**src/sv/hrcs_pkg.sv**
```systemverilog
`timescale 1ns / 1ps

package hrcs_pkg;

    localparam int COUNT_WIDTH = 31;
    localparam int OUT_WIDTH   = 31;
    localparam int KEY_LEN     = 15;
    localparam int KEY_POS_W   = $clog2(KEY_LEN + 1);

    localparam logic [7:0] CHAR_CR = 8'h0d;
    localparam logic [7:0] CHAR_LF = 8'h0a;

    // value scan phases
    typedef enum logic [3:0] {
        PH_SEARCH    = 4'b0001,
        PH_SKIP_WS   = 4'b0010,
        PH_DIGITS    = 4'b0100,
        PH_SKIP_REST = 4'b1000
    } phase_t;

    // header terminator progress
    typedef enum logic [3:0] {
        TM_NONE    = 4'b0001,
        TM_CR      = 4'b0010,
        TM_CRLF    = 4'b0100,
        TM_CRLFCR  = 4'b1000
    } term_t;

    function automatic logic [7:0] key_char(input logic [KEY_POS_W-1:0] pos);
        logic [7:0] ch;
        unique case (pos)
            4'd0:    ch = "c";
            4'd1:    ch = "o";
            4'd2:    ch = "n";
            4'd3:    ch = "t";
            4'd4:    ch = "e";
            4'd5:    ch = "n";
            4'd6:    ch = "t";
            4'd7:    ch = "-";
            4'd8:    ch = "l";
            4'd9:    ch = "e";
            4'd10:   ch = "n";
            4'd11:   ch = "g";
            4'd12:   ch = "t";
            4'd13:   ch = "h";
            4'd14:   ch = ":";
            default: ch = 8'h00;
        endcase
        return ch;
    endfunction

    function automatic logic is_ws(input logic [7:0] c);
        return (c == " ") || (c >= 8'h09 && c <= 8'h0d);
    endfunction

    function automatic logic is_digit(input logic [7:0] c);
        return (c >= "0") && (c <= "9");
    endfunction

    function automatic logic [7:0] to_lower(input logic [7:0] c);
        return (c >= "A" && c <= "Z") ? c + 8'd32 : c;
    endfunction

endpackage

```
**src/sv/http_request_completeness_scanner_top.sv**
```systemverilog
`timescale 1ns / 1ps

// http request completeness scanner
// input channel: one request byte per transfer (data_byte) with last_byte
// marking the final byte received so far; in_valid / in_stall handshake.
// output channel: one result per last byte (complete, header_ended,
// length_present, declared_length, body_bytes); out_valid / out_stall.
// throughput: one byte per cycle while in_stall is low. a byte is captured in an
// input register, then scanned from there and, if it is a last byte, its result
// lands in the output register, which drives out_valid.
// the scan step is one compare on the key character, a terminator step and a
// multiply by ten with saturation on the 31-bit length.
// when the receiver stalls, bytes without last_byte keep flowing; a last byte
// waits in the input register until the output register is free, and in_stall
// is raised toward the sender for as long as it waits.
// after a last byte the scan state returns to its reset value.
// reset (rst_n low, asynchronous) clears all scan state and both valids.
module http_request_completeness_scanner_top
    import hrcs_pkg::*;
(
    input  logic                 clk,
    input  logic                 rst_n,
    input  logic                 in_valid,
    output logic                 in_stall,
    input  logic [7:0]           data_byte,
    input  logic                 last_byte,
    output logic                 out_valid,
    input  logic                 out_stall,
    output logic                 complete,
    output logic                 header_ended,
    output logic                 length_present,
    output logic [OUT_WIDTH-1:0] declared_length,
    output logic [OUT_WIDTH-1:0] body_bytes
);

    localparam logic [COUNT_WIDTH-1:0] COUNT_MAX = '1;

    logic                   s1_valid_reg;
    logic [7:0]             s1_byte_reg;
    logic                   s1_last_reg;

    logic [KEY_POS_W-1:0]   key_pos_reg, key_pos_next;
    phase_t                 phase_reg, phase_next;
    logic [COUNT_WIDTH-1:0] length_reg, length_next;
    logic                   length_seen_reg, length_seen_next;
    term_t                  term_reg, term_next;
    logic                   header_done_reg, header_done_next;
    logic [COUNT_WIDTH-1:0] body_reg, body_next;

    logic                   out_valid_reg;
    logic                   complete_reg;
    logic                   header_ended_reg;
    logic                   length_present_reg;
    logic [OUT_WIDTH-1:0]   declared_length_reg;
    logic [OUT_WIDTH-1:0]   body_bytes_reg;

    logic                   advance;
    logic                   accept;
    logic [7:0]             lc;
    logic [3:0]             digit;
    logic [COUNT_WIDTH+3:0] times_ten;

    // a non-last byte never needs the output slot
    assign advance  = s1_valid_reg && (!s1_last_reg || !out_valid_reg || !out_stall);
    assign in_stall = s1_valid_reg && !advance;
    assign accept   = in_valid && !in_stall;

    assign lc        = to_lower(s1_byte_reg);
    assign digit     = s1_byte_reg[3:0];
    assign times_ten = ({4'b0, length_reg} << 3) + ({4'b0, length_reg} << 1)
                       + {{COUNT_WIDTH{1'b0}}, digit};

    always_comb
    begin
        key_pos_next     = key_pos_reg;
        phase_next       = phase_reg;
        length_next      = length_reg;
        length_seen_next = length_seen_reg;
        term_next        = term_reg;
        header_done_next = header_done_reg;
        body_next        = body_reg;

        if (header_done_reg)
        begin
            if (body_reg != COUNT_MAX)
                body_next = body_reg + 1'b1;
        end
        else
        begin
            if (!length_seen_reg)
            begin
                unique case (phase_reg)
                    PH_SEARCH:
                    begin
                        if (lc == key_char(key_pos_reg))
                        begin
                            if (key_pos_reg == KEY_POS_W'(KEY_LEN - 1))
                            begin
                                key_pos_next = '0;
                                phase_next   = PH_SKIP_WS;
                            end
                            else
                                key_pos_next = key_pos_reg + 1'b1;
                        end
                        else
                            key_pos_next = (lc == key_char('0)) ? KEY_POS_W'(1) : '0;
                    end
                    PH_SKIP_WS:
                    begin
                        if (!is_ws(s1_byte_reg))
                        begin
                            if (is_digit(s1_byte_reg))
                            begin
                                length_next = COUNT_WIDTH'(digit);
                                phase_next  = PH_DIGITS;
                            end
                            else
                                phase_next = PH_SKIP_REST;
                        end
                    end
                    PH_DIGITS:
                    begin
                        if (is_ws(s1_byte_reg))
                            length_seen_next = 1'b1;
                        else if (is_digit(s1_byte_reg))
                        begin
                            // saturate when the product leaves the count range
                            if (times_ten[COUNT_WIDTH+3:COUNT_WIDTH] != '0)
                                length_next = COUNT_MAX;
                            else
                                length_next = times_ten[COUNT_WIDTH-1:0];
                        end
                        else
                            phase_next = PH_SKIP_REST;
                    end
                    PH_SKIP_REST:
                    begin
                        if (is_ws(s1_byte_reg))
                            length_seen_next = 1'b1;
                    end
                    default:
                    begin
                        phase_next = PH_SEARCH;
                    end
                endcase
            end

            unique case (term_reg)
                TM_NONE:
                    term_next = (s1_byte_reg == CHAR_CR) ? TM_CR : TM_NONE;
                TM_CR:
                    term_next = (s1_byte_reg == CHAR_LF) ? TM_CRLF :
                                (s1_byte_reg == CHAR_CR) ? TM_CR : TM_NONE;
                TM_CRLF:
                    term_next = (s1_byte_reg == CHAR_CR) ? TM_CRLFCR : TM_NONE;
                TM_CRLFCR:
                begin
                    if (s1_byte_reg == CHAR_LF)
                    begin
                        header_done_next = 1'b1;
                        term_next        = TM_NONE;
                    end
                    else
                        term_next = (s1_byte_reg == CHAR_CR) ? TM_CR : TM_NONE;
                end
                default:
                    term_next = TM_NONE;
            endcase
        end
    end

    always_ff @(posedge clk or negedge rst_n)
    begin
        if (!rst_n)
        begin
            s1_valid_reg    <= 1'b0;
            key_pos_reg     <= '0;
            phase_reg       <= PH_SEARCH;
            length_reg      <= '0;
            length_seen_reg <= 1'b0;
            term_reg        <= TM_NONE;
            header_done_reg <= 1'b0;
            body_reg        <= '0;
            out_valid_reg   <= 1'b0;
        end
        else
        begin
            if (accept)
                s1_valid_reg <= 1'b1;
            else if (advance)
                s1_valid_reg <= 1'b0;

            if (advance)
            begin
                if (s1_last_reg)
                begin
                    key_pos_reg     <= '0;
                    phase_reg       <= PH_SEARCH;
                    length_reg      <= '0;
                    length_seen_reg <= 1'b0;
                    term_reg        <= TM_NONE;
                    header_done_reg <= 1'b0;
                    body_reg        <= '0;
                end
                else
                begin
                    key_pos_reg     <= key_pos_next;
                    phase_reg       <= phase_next;
                    length_reg      <= length_next;
                    length_seen_reg <= length_seen_next;
                    term_reg        <= term_next;
                    header_done_reg <= header_done_next;
                    body_reg        <= body_next;
                end
            end

            if (advance && s1_last_reg)
                out_valid_reg <= 1'b1;
            else if (!out_stall)
                out_valid_reg <= 1'b0;
        end
    end

    always_ff @(posedge clk)
    begin
        if (accept)
        begin
            s1_byte_reg <= data_byte;
            s1_last_reg <= last_byte;
        end
        if (advance && s1_last_reg)
        begin
            complete_reg        <= header_done_next &&
                                   (!length_seen_next || body_next >= length_next);
            header_ended_reg    <= header_done_next;
            length_present_reg  <= length_seen_next;
            declared_length_reg <= length_seen_next ? OUT_WIDTH'(length_next) : '0;
            body_bytes_reg      <= OUT_WIDTH'(body_next);
        end
    end

    assign out_valid       = out_valid_reg;
    assign complete        = complete_reg;
    assign header_ended    = header_ended_reg;
    assign length_present  = length_present_reg;
    assign declared_length = declared_length_reg;
    assign body_bytes      = body_bytes_reg;

endmodule

```
**config.mk**
```make
export PLATFORM = sky130hd
export DESIGN_NAME = http_request_completeness_scanner_top
export DESIGN_NICKNAME = d
export VERILOG_FILES = /design/src/sv/hrcs_pkg.sv /design/src/sv/http_request_completeness_scanner_top.sv
export SDC_FILE = /design/constraint.sdc
export NUM_CORES = 1
export LEC_CHECK = 0
export ABC_AREA = 1
export BUFFER_PORTS_ARGS = -buffer_cell sky130_fd_sc_hd__buf_2
export CORE_MARGIN = 2
export CORE_UTILIZATION = 55
export DETAILED_ROUTE_END_ITERATION = 16
export PLACE_DENSITY = 0.77
export SLEW_MARGIN = 20
export SYNTH_ARGS = -nofsm -noshare
export SYNTH_HDL_FRONTEND = slang
export SYNTH_SLANG_ARGS = --single-unit
```
**constraint.sdc**
```tcl
create_clock -name clk -period 10.45 [get_ports clk]
set_input_delay 1.5675 -clock clk [delete_from_list [all_inputs] [get_ports clk]]
set_output_delay 1.5675 -clock clk [all_outputs]
set_load 0.005 [all_outputs]
```
Word-level counts from Yosys, hierarchy flattened:

Memories as Yosys holds them, arrays and structs flattened.
Index checks and enable logic that the tools add are counted.

* multiplexer cells: 53
* reductions and logical operators: 25
* $add $sub $neg: 5
* order comparisons: 7
* equality and inequality tests: 24

Operators by type and width (number)
* two-way mux 31 bit: 11
* two-way mux 4 bit: 19
* case mux 31 bit (2 select lines): 1
* adder 34 x 32 -> 35 bit: 1
* adder 35 x 4 -> 35 bit: 1
* two-way mux 8 bit: 4
* case mux 4 bit (4 select lines): 2
* adder 31 x 1 -> 31 bit, second input constant: 1
* >= comparator 31 bit: 1
* inequality test 31 bit, second input constant: 1
* equality test 8 x 4 -> 1 bit, second input constant: 2
* inequality test 3 bit, second input constant: 5
* two-way mux 1 bit: 14
* equality test 4 bit, second input constant: 3
* AND reduction 9 bit: 1
* adder 8 x 6 -> 8 bit, second input constant: 1
* equality test 4 x 1 -> 1 bit, second input constant: 2
* equality test 4 x 2 -> 1 bit, second input constant: 2
* equality test 4 x 3 -> 1 bit, second input constant: 2
* equality test 8 x 6 -> 1 bit, second input constant: 1
* equality test 8 x 7 -> 1 bit, second input constant: 1
* equality test 8 bit: 1
* >= comparator 8 x 4 -> 1 bit, second input constant: 1
* >= comparator 8 x 6 -> 1 bit, second input constant: 1
* other kinds (16): 35

* input port bits: 13
* word-level logic and storage cells: 131
* memories: 1
* output and inout port bits: 67
* memory bits (read-only): 112
* flip-flop bits (word level): 152

Memory list
* (no name shown): words 16, width 7, rd ports 1, clocked after Yosys merged registers in 0, write ports 0, RTL line hrcs_pkg.sv:31 `unique case (pos)`

Logic depth before layout (Yosys ltp):

* depth in word-level cells: 12
* gate-level depth with buffers: 31
* depth with buffers taken out: 30

Worst setup path after synthesis:

No wires, ideal clock.

* path kind: register -> register
* start point: register length_reg[0]
* end point: register complete_reg, in the netlist complete (data pin)
* clock period less this slack: 4.250 ns
* stages on the path, launching flop included: 28
* slack: 6.200 ns
* arrival: 4.110 ns
* buffers on the path: 2
* setup time: 0.140 ns
* data required time: 10.310 ns
* cell sequence: dfrtp_1 -> fa_1 -> fa_1 -> nand2_1 -> nand2_1 -> nand3b_1 -> nand2_2 -> nand2_1 -> nand2_2 -> nand2_2 -> nand2_2 -> nand2_1 -> nand2_1 -> nor2_2 -> and2_4 -> buf_6 -> buf_4 -> nand2_1 -> a22oi_1 -> ha_1 -> nand2_1 -> inv_1 -> nand2_1 -> or2_2 -> or3_1 -> nor3_1 -> a31oi_1 -> a21oi_2

* cells in the longest elaborated chain, start to end: 12
* elaborated cells on any way between the ends: 14
* classes of those cells: add/sub: 2; order compare: 1; mux: 8; reduce/logical: 3

Ends and longest elaborated chain
* start: declaration: RTL line http_request_completeness_scanner_top.sv:44 `logic [COUNT_WIDTH-1:0] length_reg, length_next;`
* start signal: assignment: RTL line http_request_completeness_scanner_top.sv:209 `length_reg <= length_next;`
* adder 34 x 32 -> 35 bit: RTL line http_request_completeness_scanner_top.sv:70 `assign times_ten = ({4'b0, length_reg} << 3) + ({4'b0, length_reg} << 1)`
* adder 35 x 4 -> 35 bit: RTL line http_request_completeness_scanner_top.sv:71 `+ {{COUNT_WIDTH{1'b0}}, digit};`
* nonzero test 4 bit: RTL line http_request_completeness_scanner_top.sv:128 `if (times_ten[COUNT_WIDTH+3:COUNT_WIDTH] != '0)`
* two-way mux 31 bit: RTL line http_request_completeness_scanner_top.sv:128
* two-way mux 31 bit: RTL line http_request_completeness_scanner_top.sv:125 `else if (is_digit(s1_byte_reg))`
* two-way mux 31 bit: RTL line http_request_completeness_scanner_top.sv:123 `if (is_ws(s1_byte_reg))`
* case mux 31 bit (2 select lines): RTL line http_request_completeness_scanner_top.sv:92 `unique case (phase_reg)`
* two-way mux 31 bit: RTL line http_request_completeness_scanner_top.sv:90 `if (!length_seen_reg)`
* two-way mux 31 bit (*): RTL line http_request_completeness_scanner_top.sv:83 `if (header_done_reg)`
* >= comparator 31 bit (*): RTL line http_request_completeness_scanner_top.sv:234 `(!length_seen_next || body_next >= length_next);`
* logical OR 1 bit (*): RTL line http_request_completeness_scanner_top.sv:234
* logical AND 1 bit (*): RTL line http_request_completeness_scanner_top.sv:233 `complete_reg <= header_done_next &&`
* end signal: assignment: RTL line http_request_completeness_scanner_top.sv:233
* end: declaration: RTL line http_request_completeness_scanner_top.sv:51 `logic complete_reg;`

Every way passes the cells marked *; elsewhere a longest branch is shown, timed or not.
A chain may end at the register's enable or synchronous reset.

Worst setup path after layout:

* start point: register s1_byte_reg[3]
* end point: register complete_reg, in the netlist complete (data pin)

* cells in the longest elaborated chain, start to end: 11
* elaborated cells on any way between the ends: 30
* classes of those cells: add/sub: 1; order compare: 5; eq/ne: 2; mux: 15; reduce/logical: 7

Ends and longest elaborated chain
* start: declaration: RTL line http_request_completeness_scanner_top.sv:39 `logic [7:0] s1_byte_reg;`
* start signal: assignment: RTL line http_request_completeness_scanner_top.sv:228 `s1_byte_reg <= data_byte;`
* adder 35 x 4 -> 35 bit: RTL line http_request_completeness_scanner_top.sv:71
* nonzero test 4 bit: RTL line http_request_completeness_scanner_top.sv:128
* two-way mux 31 bit: RTL line http_request_completeness_scanner_top.sv:128
* two-way mux 31 bit: RTL line http_request_completeness_scanner_top.sv:125
* two-way mux 31 bit: RTL line http_request_completeness_scanner_top.sv:123
* case mux 31 bit (2 select lines) (*): RTL line http_request_completeness_scanner_top.sv:92
* two-way mux 31 bit (*): RTL line http_request_completeness_scanner_top.sv:90
* two-way mux 31 bit (*): RTL line http_request_completeness_scanner_top.sv:83
* named net length_next[0]: RTL line http_request_completeness_scanner_top.sv:44
* >= comparator 31 bit (*): RTL line http_request_completeness_scanner_top.sv:234
* logical OR 1 bit (*): RTL line http_request_completeness_scanner_top.sv:234
* logical AND 1 bit (*): RTL line http_request_completeness_scanner_top.sv:233

The timed path passes the listed nets; every way through them passes the cells marked *.

==> results.toml <==
[die]
fp-row-count = 50
design.die.area_um2 = 20200
io_pins = 80
core_area_um2 = 18700
fp.dieW_um = 142
initial_core_util_pct = 56.2
die_h_um = 142

[synthesis]
seq_area_frac_synth_pct = 39.7
synth.distinct_cells = 67
synth_top_area_share_pct = 21.1
synth_area_per_cell_um2 = 8.20
synth.net_count = 1395
synth_edf_count = 74
ys_top_cells_by_area = "edfxtp_1, dfrtp_1, ha_1"
syn_inst = 1282
yosys_register_bits = 152
synth_warnings = 0
synth_area_um2 = 10500
yosysTopAreaCell = "edfxtp_1"
synth_flop_cell = "dfrtp_1"
postSynth.asyncResetShare_pct = 51.3

[sta]
holdWs_ns = 0.509
setup_tns_ns = 0
setup_viol = 0
post-route-min-period_ns = 4.84
setup_ws_ns = 5.61
slew_violations = 0
fin_crit_sh_pct = 46.3
grt_setup_unrepaired = "false"
hold_violations = 0
tightest_slew_ns = 0.869
clock_skew_ns = 0.00892
fmax_mhz = 206
relSlewSlack_pct = 42.1

[clock_tree]
cts_tree = "yes"
clock_tree.buffer_depth = 2
numClockSinks = 152
numCtsBuffers = 17
cts_resized = 0
htree_num_levels = 4
clk_pin_slew_worst_paths_ns = 0.06
cts_setup_buffers = 0
holdBufCountCts = 0
clkLatencyLatePin_ns = 0.43
cts_root_buf = "clkbuf_16"

[route]
drc = 0
drt_first_pass_iters = 5
routedWlPerCell_um = 17.1
wirelength_um = 27500
num_vias = 9289
first_iter_violations = 905
via_per_inst = 5.78
drtAntennaViolNets = 0

[placement]
placed_cell_area_um2 = 11100
io_buffer_count = 79
gp_congestion = 1.04
place_hpwl_um = 21000
pre_cts_slack_ns = 5.68

[setup_path]
max_stage_delay_ns = 0.53
critPathKind = "reg -> reg"
end_kind = "register"
path_buf_inv = 0
critical_path.max_fanout = 29
cpLargestDelayFamily = "simple AND/OR/NAND/NOR gates"
cpMostUsedCell = "nand2_1"
crit_required_ns = 10.74
arrival_ns = 5.13
cpMaxStageDelayCell = "edfxtp_1"
cp-start-kind = "register"
path_cells = "fa_1 > fa_1 > nand2_1 > nand2_1 > nand3b_1 > nand2_2 > nand2_1 > nand2_2 > nand2_2 > nand2_2 > nand2_1 > nand2_1 > nor2_2 > and2_4 > nor2_1 > o31ai_1 > o21ai_0 > ha_1 > nand4_1 > or2_2 > or3_1 > nor3_1 > a31oi_1 > a21oi_2"

[worst_hold_path]
hold_class = "reg -> reg"

[run]
cap_violations = 0

[layout]
antenna_cells = 0
filler_cell_count = 1569
final_nets = 1472
syn2layout_area_growth_pct = 11.1
fin_area_um2 = 11700
drive_gt1_share_pct = 12.8

[grt]
grtUsageTotal_pct = 27.8
antenna_found_initial = 0
grt_max_degree = 67
grt_pass1_wl_um = 43900
grt_pass1_vias = 8740
overflow = 0

[power]
clockPowerShare_pct = 39.9
switching_share_pct = 27.5
switchingPower_uw = 391
leakage_uw = 0.00578
vdd_drop_max_mv = 0.134
power_density_nw_per_um2 = 122
power_frac_comb_pct = 13.3
internal-power_uw = 1030
pwr-share-seq_pct = 46.8

[run_status]
status = "finished clean"
[cells in the mapped netlist, types with 14 or more instances]
| cell | n |
|---|---|
| a21oi_1 | 48 |
| a31oi_1 | 14 |
| edfxtp_1 | 74 |
| nor2_1 | 114 |
| a22oi_1 | 21 |
| nand2_1 | 273 |
| clkbuf_1 | 21 |
| nand2_2 | 15 |
| o22ai_1 | 37 |
| ha_1 | 98 |
| nand4_1 | 22 |
| inv_1 | 178 |
| dfrtp_1 | 76 |
| xor2_1 | 42 |
| o21ai_0 | 61 |
| nor3_1 | 26 |
| nand3_1 | 35 |
[kinds of logic after synthesis]
group / synth area share [%]
xor+xnor: 4.65
flops: 39.7
buf+inv: 7.95
fa+ha+maj: 12.0
compound gates: 13.1
simple gates: 22.6
[per-layer routing]
metal	wire (µm)	share of wire, %	global-route usage [%]	vias up
li1	-	-	-	4496
met1	11700	43	36.6	4291
met2	12900	47	44.9	424
met3	1960	7.1	6.06	78
met4	965	3.5	11.1	0
met5	0	0	0	-
[metrics by stage]
step,std cells,power [µW],utilization (%)
floorplan,1282,809,-
global placement,1574,856,59.5
detailed placement,1574,861,59.5
CTS,1606,1420,62.5
global route,1606,1480,62.5
finish,1606,1420,62.5
[power by group through the flow]
stage | sequential, µW | clock, µW | combinational, µW
after global placement | 675 | 0 | 181
after floorplan | 673 | 0 | 135
after CTS | 665 | 568 | 187
after global routing | 667 | 597 | 213
final | 665 | 567 | 189
after detailed placement | 676 | 0 | 185
[tightest hold or removal path: cells and delay by family (launching register included)]
kind | cells | cell delay [ns]
flip-flops | 1 | 0.38
buffers and inverters | 1 | 0.07
AO/OA/AOI/OAI | 1 | 0.06
[final timing paths]
kind / slack (ns) / start / to / cells past startpoint
setup / recovery: 5.61 / s1_byte_reg[3] / complete / 24
hold / removal: 0.51 / term_reg[0] / term_reg[0] / 2
setup reg to reg: 5.61 / s1_byte_reg[3] / complete / 24
hold reg to reg: 0.51 / term_reg[0] / term_reg[0] / 2
max in group asynchronous: 8.35 / rst_n / phase_reg[1] / 2
min in group asynchronous: 1.05 / rst_n / body_reg[20] / 1
[layout make-up]
class / instances / area (µm²) / share of cell area [%]
repair buffers: 85 / 443 / 3.79
clock inverters: 10 / 70.1 / 0.600
well taps: 234 / 293 / 2.51
flip-flops and latches: 152 / 4180 / 35.8
multi-input cells: 913 / 5510 / 47.2
clock buffers: 22 / 475 / 4.07
inverters: 190 / 716 / 6.13
[placed cells by master, fill, tap and decap left out, types with 8 or more instances in the layout]
cell and n:
a21oi_1 48, a22oi_1 21, a31oi_1 13, buf_2 78
clkbuf_16 18, dfrtp_1 76, edfxtp_1 74, ha_1 98
inv_1 177, inv_2 10, nand2_1 273, nand2_2 15
nand3_1 35, nand4_1 22, nor2_1 114, nor2_2 10
nor3_1 26, nor4_1 8, o21ai_0 61, o21ai_1 10
o22ai_1 37, xnor2_1 12, xor2_1 42
Power figures use the tool's default switching activity.
